--- src/hdl/dsp_pkg.sv ---
// Shared constants, command codes and controller/datapath structs
// for the deadline shortest path block. No dependencies.
package dsp_pkg;

  localparam int MAX_VERTICES_DEF = 64;
  localparam int MAX_EDGES_DEF    = 256;
  localparam int TIME_BITS_DEF    = 48;

  localparam int VERTEX_W  = 6;
  localparam int LENGTH_W  = 32;
  localparam int CMD_W     = 2;
  localparam int COUNT_W   = 7;
  localparam int PADDR_W   = 3;
  localparam int PDATA_W   = 32;

  localparam logic [COUNT_W-1:0] VERTEX_COUNT_RST = 7'd64;

  localparam logic [CMD_W-1:0] CMD_DEADLINE = 2'd0;
  localparam logic [CMD_W-1:0] CMD_EDGE     = 2'd1;
  localparam logic [CMD_W-1:0] CMD_RUN      = 2'd2;
  localparam logic [CMD_W-1:0] CMD_CLEAR    = 2'd3;

  localparam logic [0:0] REG_VERTEX_COUNT = 1'b0;

  typedef struct packed {
    logic idle;
    logic run_init;
    logic scan_init;
    logic scan;
    logic pick;
    logic edge_rd;
    logic edge_tg;
    logic edge_upd;
    logic emit_init;
    logic emit_rd;
    logic emit_ld;
    logic emit_wait;
  } dsp_cmd_t;

  typedef struct packed {
    logic run_req;
    logic scan_done;
    logic found;
    logic edge_any;
    logic edge_last;
    logic out_taken;
    logic emit_last;
  } dsp_stat_t;

endpackage

--- src/hdl/dsp_ctrl.sv ---
// Run sequencer: scan for the next vertex, walk the edges, emit results.
// Depends on dsp_pkg.
module dsp_ctrl import dsp_pkg::*; (
  input  logic      clk,
  input  logic      rst,
  input  dsp_stat_t stat,
  output dsp_cmd_t  cmd
);
  localparam logic [3:0] S_IDLE      = 4'd0;
  localparam logic [3:0] S_INIT      = 4'd1;
  localparam logic [3:0] S_SCAN0     = 4'd2;
  localparam logic [3:0] S_SCAN      = 4'd3;
  localparam logic [3:0] S_PICK      = 4'd4;
  localparam logic [3:0] S_ERD       = 4'd5;
  localparam logic [3:0] S_ETG       = 4'd6;
  localparam logic [3:0] S_EUPD      = 4'd7;
  localparam logic [3:0] S_EMIT_INIT = 4'd8;
  localparam logic [3:0] S_EMIT_RD   = 4'd9;
  localparam logic [3:0] S_EMIT_LD   = 4'd10;
  localparam logic [3:0] S_EMIT_WAIT = 4'd11;

  logic [3:0] state;
  logic [3:0] state_next;

  always_comb begin
    state_next = state;
    case (state)
      S_IDLE:      if (stat.run_req) state_next = S_INIT;
      S_INIT:      state_next = S_SCAN0;
      S_SCAN0:     state_next = S_SCAN;
      S_SCAN:      if (stat.scan_done) state_next = stat.found ? S_PICK : S_EMIT_INIT;
      S_PICK:      state_next = stat.edge_any ? S_ERD : S_SCAN0;
      S_ERD:       state_next = S_ETG;
      S_ETG:       state_next = S_EUPD;
      S_EUPD:      state_next = stat.edge_last ? S_SCAN0 : S_ERD;
      S_EMIT_INIT: state_next = S_EMIT_RD;
      S_EMIT_RD:   state_next = S_EMIT_LD;
      S_EMIT_LD:   state_next = S_EMIT_WAIT;
      S_EMIT_WAIT: if (stat.out_taken) state_next = stat.emit_last ? S_IDLE : S_EMIT_RD;
      default:     state_next = S_IDLE;
    endcase
  end

  always_ff @(posedge clk) begin
    if (rst) begin
      state <= S_IDLE;
    end else begin
      state <= state_next;
    end
  end

  always_comb begin
    cmd           = '0;
    cmd.idle      = (state == S_IDLE);
    cmd.run_init  = (state == S_INIT);
    cmd.scan_init = (state == S_SCAN0);
    cmd.scan      = (state == S_SCAN);
    cmd.pick      = (state == S_PICK);
    cmd.edge_rd   = (state == S_ERD);
    cmd.edge_tg   = (state == S_ETG);
    cmd.edge_upd  = (state == S_EUPD);
    cmd.emit_init = (state == S_EMIT_INIT);
    cmd.emit_rd   = (state == S_EMIT_RD);
    cmd.emit_ld   = (state == S_EMIT_LD);
    cmd.emit_wait = (state == S_EMIT_WAIT);
  end
endmodule

--- config.mk ---
export PLATFORM = sky130hd
export DESIGN_NAME = dsp_ctrl
export DESIGN_NICKNAME = d
export VERILOG_FILES = /design/src/hdl/dsp_pkg.sv /design/src/hdl/dsp_ctrl.sv
export SDC_FILE = /design/constraint.sdc
export NUM_CORES = 1
export LEC_CHECK = 0
export BUFFER_PORTS_ARGS = -buffer_cell sky130_fd_sc_hd__buf_2
export CORE_AREA = 2 2 39 41
export DETAILED_ROUTE_END_ITERATION = 10
export DIE_AREA = 0 0 41 43
export GPL_TIMING_DRIVEN = 1
export MAX_ROUTING_LAYER = met4
export PLACE_DENSITY = 0.65
export SYNTH_ARGS = -nofsm -noshare
export SYNTH_HDL_FRONTEND = slang
export SYNTH_SLANG_ARGS = --single-unit
--- constraint.sdc ---
create_clock -name clk -period 1.25 [get_ports clk]
set_input_delay 0.25 -clock clk [delete_from_list [all_inputs] [get_ports clk]]
set_output_delay 0.25 -clock clk [all_outputs]
set_load 0.05 [all_outputs]
======== Word level (Yosys, flattened, before mapping) ========
Cells that the tools add are included.
word-level totals
  output and inout port bits .............. 12
  word-level logic and storage cells ...... 25
  input bits .............................. 9
  register bits ........................... 4
operators by class
  mux-type cells .......................... 8
  equal/unequal tests ..................... 14
  reductions and logical operators ........ 2
operators with widths
  kind                  count
  $pmux W4 S12          1
  $mux W4               5
  $eq A4 B3 Y1 const B  4
  $eq A4 B4 Y1 const B  4
  $eq A4 B2 Y1 const B  2
  $mux W3               2
  $ne A2 B2 Y1 const B  3
  $eq A4 B1 Y1 const B  1
  $logic_not A4 Y1      1
  $reduce_and A3 Y1     1

======== Longest topological paths before layout ========
  depth after elaboration ................. 3
  depth in mapped cells ................... 5
  gate-level depth less buffers ........... 4

======== Worst setup path after synthesis ========
Ideal clock, no wire load.
  kind .................................... register -> output
  start point ............................. reg state[0]
  end point ............................... out cmd[10] (netlist bit)
  arrival time ............................ 1.734 ns
  cell stages (with the launch flop) ...... 4
  path buffers ............................ 1
  setup slack ............................. -0.734 ns
  data required time ...................... 1.000 ns
  cells stage by stage .................... dfxtp_1 > buf_2 > nand2b_1 > nor3_1
RTL lines
  item                    RTL line        source
  from (decl)             dsp_ctrl.sv:22  logic [3:0] state;
  from (signal assigned)  dsp_ctrl.sv:48  state <= state_next;
  to (decl)               dsp_ctrl.sv:7   output dsp_cmd_t cmd

==> out/qor.tcl <==
set qor(share_clk_of_total_power) 0.149
set qor(min-delay-path-class) {input port to flop}
set qor(io_buffers) 20
set qor(critical-path-max-stage-delay_ns) 0.38
set qor(cts_hold_repair.buffers) 0
set qor(syn-cell-area_sq_um) 409
set qor(cts_inserted_buffers) 3
set qor(post-synth-top-area-fraction) 0.196
set qor(first_global_vias) 576
set qor(clock.fmax_ghz) 0.711
set qor(worstReg2RegStart) {state[2]}
set qor(cp_data_arrival_time_ns) 1.16
set qor(detailed_place_hpwl_um) 1050
set qor(rrSetupSlack_ns) -0.01
set qor(place.detailed.instances) 108
set qor(initial_utilization) 0.296
set qor(die_height_um) 43
set qor(ys_warn_count) 0
set qor(num_vias) 564
set qor(seq_area_frac_synth) 0.196
set qor(setup_ws_ns) -0.157
set qor(critical_path.n_buffers_inverters) 2
set qor(reg2regPathDepth) 4
set qor(cts_max_path_buffers) 2
set qor(coreArea_sq_um) 1380
set qor(fp-row-count) 14
set qor(fillerInstances) 107
set qor(worstPathCellList) {buf_6 > nor3_4 > buf_6}
set qor(antenna_found_initial) 0
set qor(worst_hold_path_cell_count) 2
set qor(count_of_state_elements_after_synthesis) 4
set qor(critical_path.startpoint_type) {flop}
set qor(power.net_switching_uw) 495
set qor(totalWireLength_um) 1340
set qor(tritoncts) {done}
set qor(timing.max_slew.rel_slack) 0.834
set qor(grt_max_degree) 10
set qor(die_area_sq_um) 1760
set qor(required_time_worst_endpoint_ns) 1.00
set qor(cts_num_sinks) 4
set qor(post-route-cell-area_sq_um) 938
set qor(timing.critical_path.mode_cell) {sky130_fd_sc_hd__buf_6}
set qor(switching_share) 0.454
set qor(ranking_of_synthesized_cells_by_area) {sky130_fd_sc_hd__dfxtp_1 (20%), sky130_fd_sc_hd__nor3_1 (8.6%), sky130_fd_sc_hd__nor2_1 (8.3%)}
set qor(critPathTopFamily) {flip-flops}
set qor(areal_power_density_over_the_cells_nw_per_um2) 1160
set qor(die_width_um) 41
set qor(cts_root_buffer) {sky130_fd_sc_hd__clkbuf_4}
set qor(num-nets-final) 108
set qor(worstSkewPairLatency_ns) 0.24
set qor(synth_cells) 61
set qor(synth_to_layout_area_growth_pct) 129
set qor(gpl.final_weighted_congestion) 0.798
set qor(grt_setup_unrepaired) {true}
set qor(cellInternalPower_uw) 595
set qor(leakagePower_uw) 0.000372
set qor(average_size_of_a_mapped_cell_sq_um) 6.71
set qor(worstReg2RegEnd) {state[3]}
set qor(combPwrFrac) 0.650
set qor(grt.total_usage) 0.199
set qor(critical_path_peak_fanout) 9
set qor(hold_sp) {rst}
set qor(critical_path_class) {flop to output pin}
set qor(violations) {negative setup slack}
set qor(detail_route.drc_violations) 0
set qor(seq_area_sq_um) 95.1
set qor(synth.net_count) 70
set qor(antenna_violating_nets_post_route) 0
set qor(final-hold-violation-count) 0
set qor(h-tree-depth) 1
set qor(initialDrtViolationCount) 2
set qor(p_seq_frac) 0.202
set qor(skew_ns) 0.000131
set qor(grt_first_pass_wirelength_um) 2370
set qor(detail_route.vias_per_cell) 4.99
set qor(placement.cell_area_sq_um) 751
set qor(largest_reg_flops) 4
set qor(period_share) 1.13
set qor(max-cap-violations) 0
set qor(clkTransAtPathRegs_ns) 0.04
set qor(grt_overflow) 0
set qor(largest_registers) {state: 4 flops}
set qor(num_io_pins) 21
set qor(min_to) {state[1]}
set qor(largest_register) {state}
set qor(count_of_non_filler_cells_in_the_finished_layout) 113
set qor(critical-path-slowest-cell) {sky130_fd_sc_hd__dfxtp_4}
set qor(route.detailed.wl_per_inst_um) 11.8
set qor(fin_total_pwr_uw) 1090
set qor(result_of_the_run) {finished, violations left}
set qor(fraction_of_layout_cells_with_a_size_suffix_above_1) 0.680
set qor(timing.critical_path.to_type) {output pin}
set qor(peakVddDrop_mv) 0.676
set qor(report.final.slew_viol_count) 0
set qor(max_slew.worst_pin.slew_ns) 0.247
set qor(multi_input_logic_area_sq_um) 452
set qor(timing.final.setup_violations) 13
set qor(yosysTopAreaCell) {sky130_fd_sc_hd__dfxtp_1}
set qor(antenna_cells_inserted) 0
set qor(min_period_ns) 1.41
set qor(yosysUniqueCellTypes) 25
set qor(detail_route.first_pass.iterations) 3
==> layer usage <==
layer / vias up / part of all wire / GRT usage
li1: 290 / - / -
met1: 256 / 0.42 / 0.235
met2: 16 / 0.53 / 0.319
met3: 2 / 0.031 / 0.0314
met4: 0 / 0.015 / 0.0800
met5: - / 0 / -
==> area by class of cell <==
type                    count  area share
well taps                  16      0.0213
clock buffers               3      0.0240
inverters                   2     0.00800
repair buffers             37       0.364
flip-flops and latches      4       0.101
multi-input cells          51       0.481
==> cells by family after synthesis <==
kind of cell,synth area share
simple gates,0.446
compound gates,0.284
buf+inv,0.0734
flops,0.196
==> cells in the mapped netlist, drive strengths merged <==
master and instances:
a21boi 2, a21oi 4, inv 2, nor4 1
or2 1, o221ai 1, o21a 1, o22ai 1
nand3b 2, nor2b 2, a221o 1, a211oi 1
a211o 1, nand2 6, nor2 9, buf 4
dfxtp 4, o21ai 5, nor3 7, nand2b 6
==> power by group through the flow <==
stage	Clock (uW)	Sequential [uW]	Combinational (uW)
floorplan	0	181	451
global placement	0	200	603
detailed placement	0	200	608
CTS	170	218	702
global route	173	225	764
finish	162	220	708
==> stage by stage <==
stage                      util  setup WS, ns  hold slack [ns]  TNS (ns)
final                     0.678        -0.157            0.211     -1.50
after global routing      0.678        -0.200            0.220     -2.09
after CTS                 0.670        -0.159            0.204     -1.78
after detailed placement  0.542        -0.197            0.464     -1.04
after global placement    0.542        -0.190            0.457    -0.795
after floorplan               -        -0.342            0.319     -2.28
==> cell usage in the layout (no fill, tap or decap), types with 2 or more instances in the layout <==
cell                       synthesis  routed
sky130_fd_sc_hd__a21oi_1           3       3
sky130_fd_sc_hd__buf_2             3       8
sky130_fd_sc_hd__buf_4             1      11
sky130_fd_sc_hd__buf_6             0      15
sky130_fd_sc_hd__buf_8             0       2
sky130_fd_sc_hd__clkbuf_4          0       3
sky130_fd_sc_hd__dfxtp_4           0       4
sky130_fd_sc_hd__inv_1             2       2
sky130_fd_sc_hd__nand2_1           6       4
sky130_fd_sc_hd__nand2b_4          1       5
sky130_fd_sc_hd__nand3b_1          2       2
sky130_fd_sc_hd__nor2_1            9       4
sky130_fd_sc_hd__nor2_4            0       4
sky130_fd_sc_hd__nor2b_1           2       2
sky130_fd_sc_hd__nor3_4            0       6
sky130_fd_sc_hd__o21ai_0           3       3
==> repair_timing <==
item / CTS / global route
resized for setup: 44 / 4
setup endpoints to repair: 15 / 15
buffers inserted: 2 / 0
cloned: 0 / 0
pin swaps: 4 / 1
==> how the worst max path moves through the flow <==
| stage | depth (start not counted) | end | slack [ns] | startpoint |
|---|---|---|---|---|
| 6_report | 3 | cmd[1] | -0.16 | state[2] |
| 4_1_cts | 4 | cmd[9] | -0.16 | state[3] |
| 3_5_place_dp | 5 | state[0] | -0.20 | state[0] |
| 5_1_grt | 3 | cmd[7] | -0.20 | state[0] |
| 3_3_place_gp | 5 | state[0] | -0.19 | state[0] |
| 2_1_floorplan | 4 | state[3] | -0.34 | state[0] |
(Power assumes the default switching activity.)
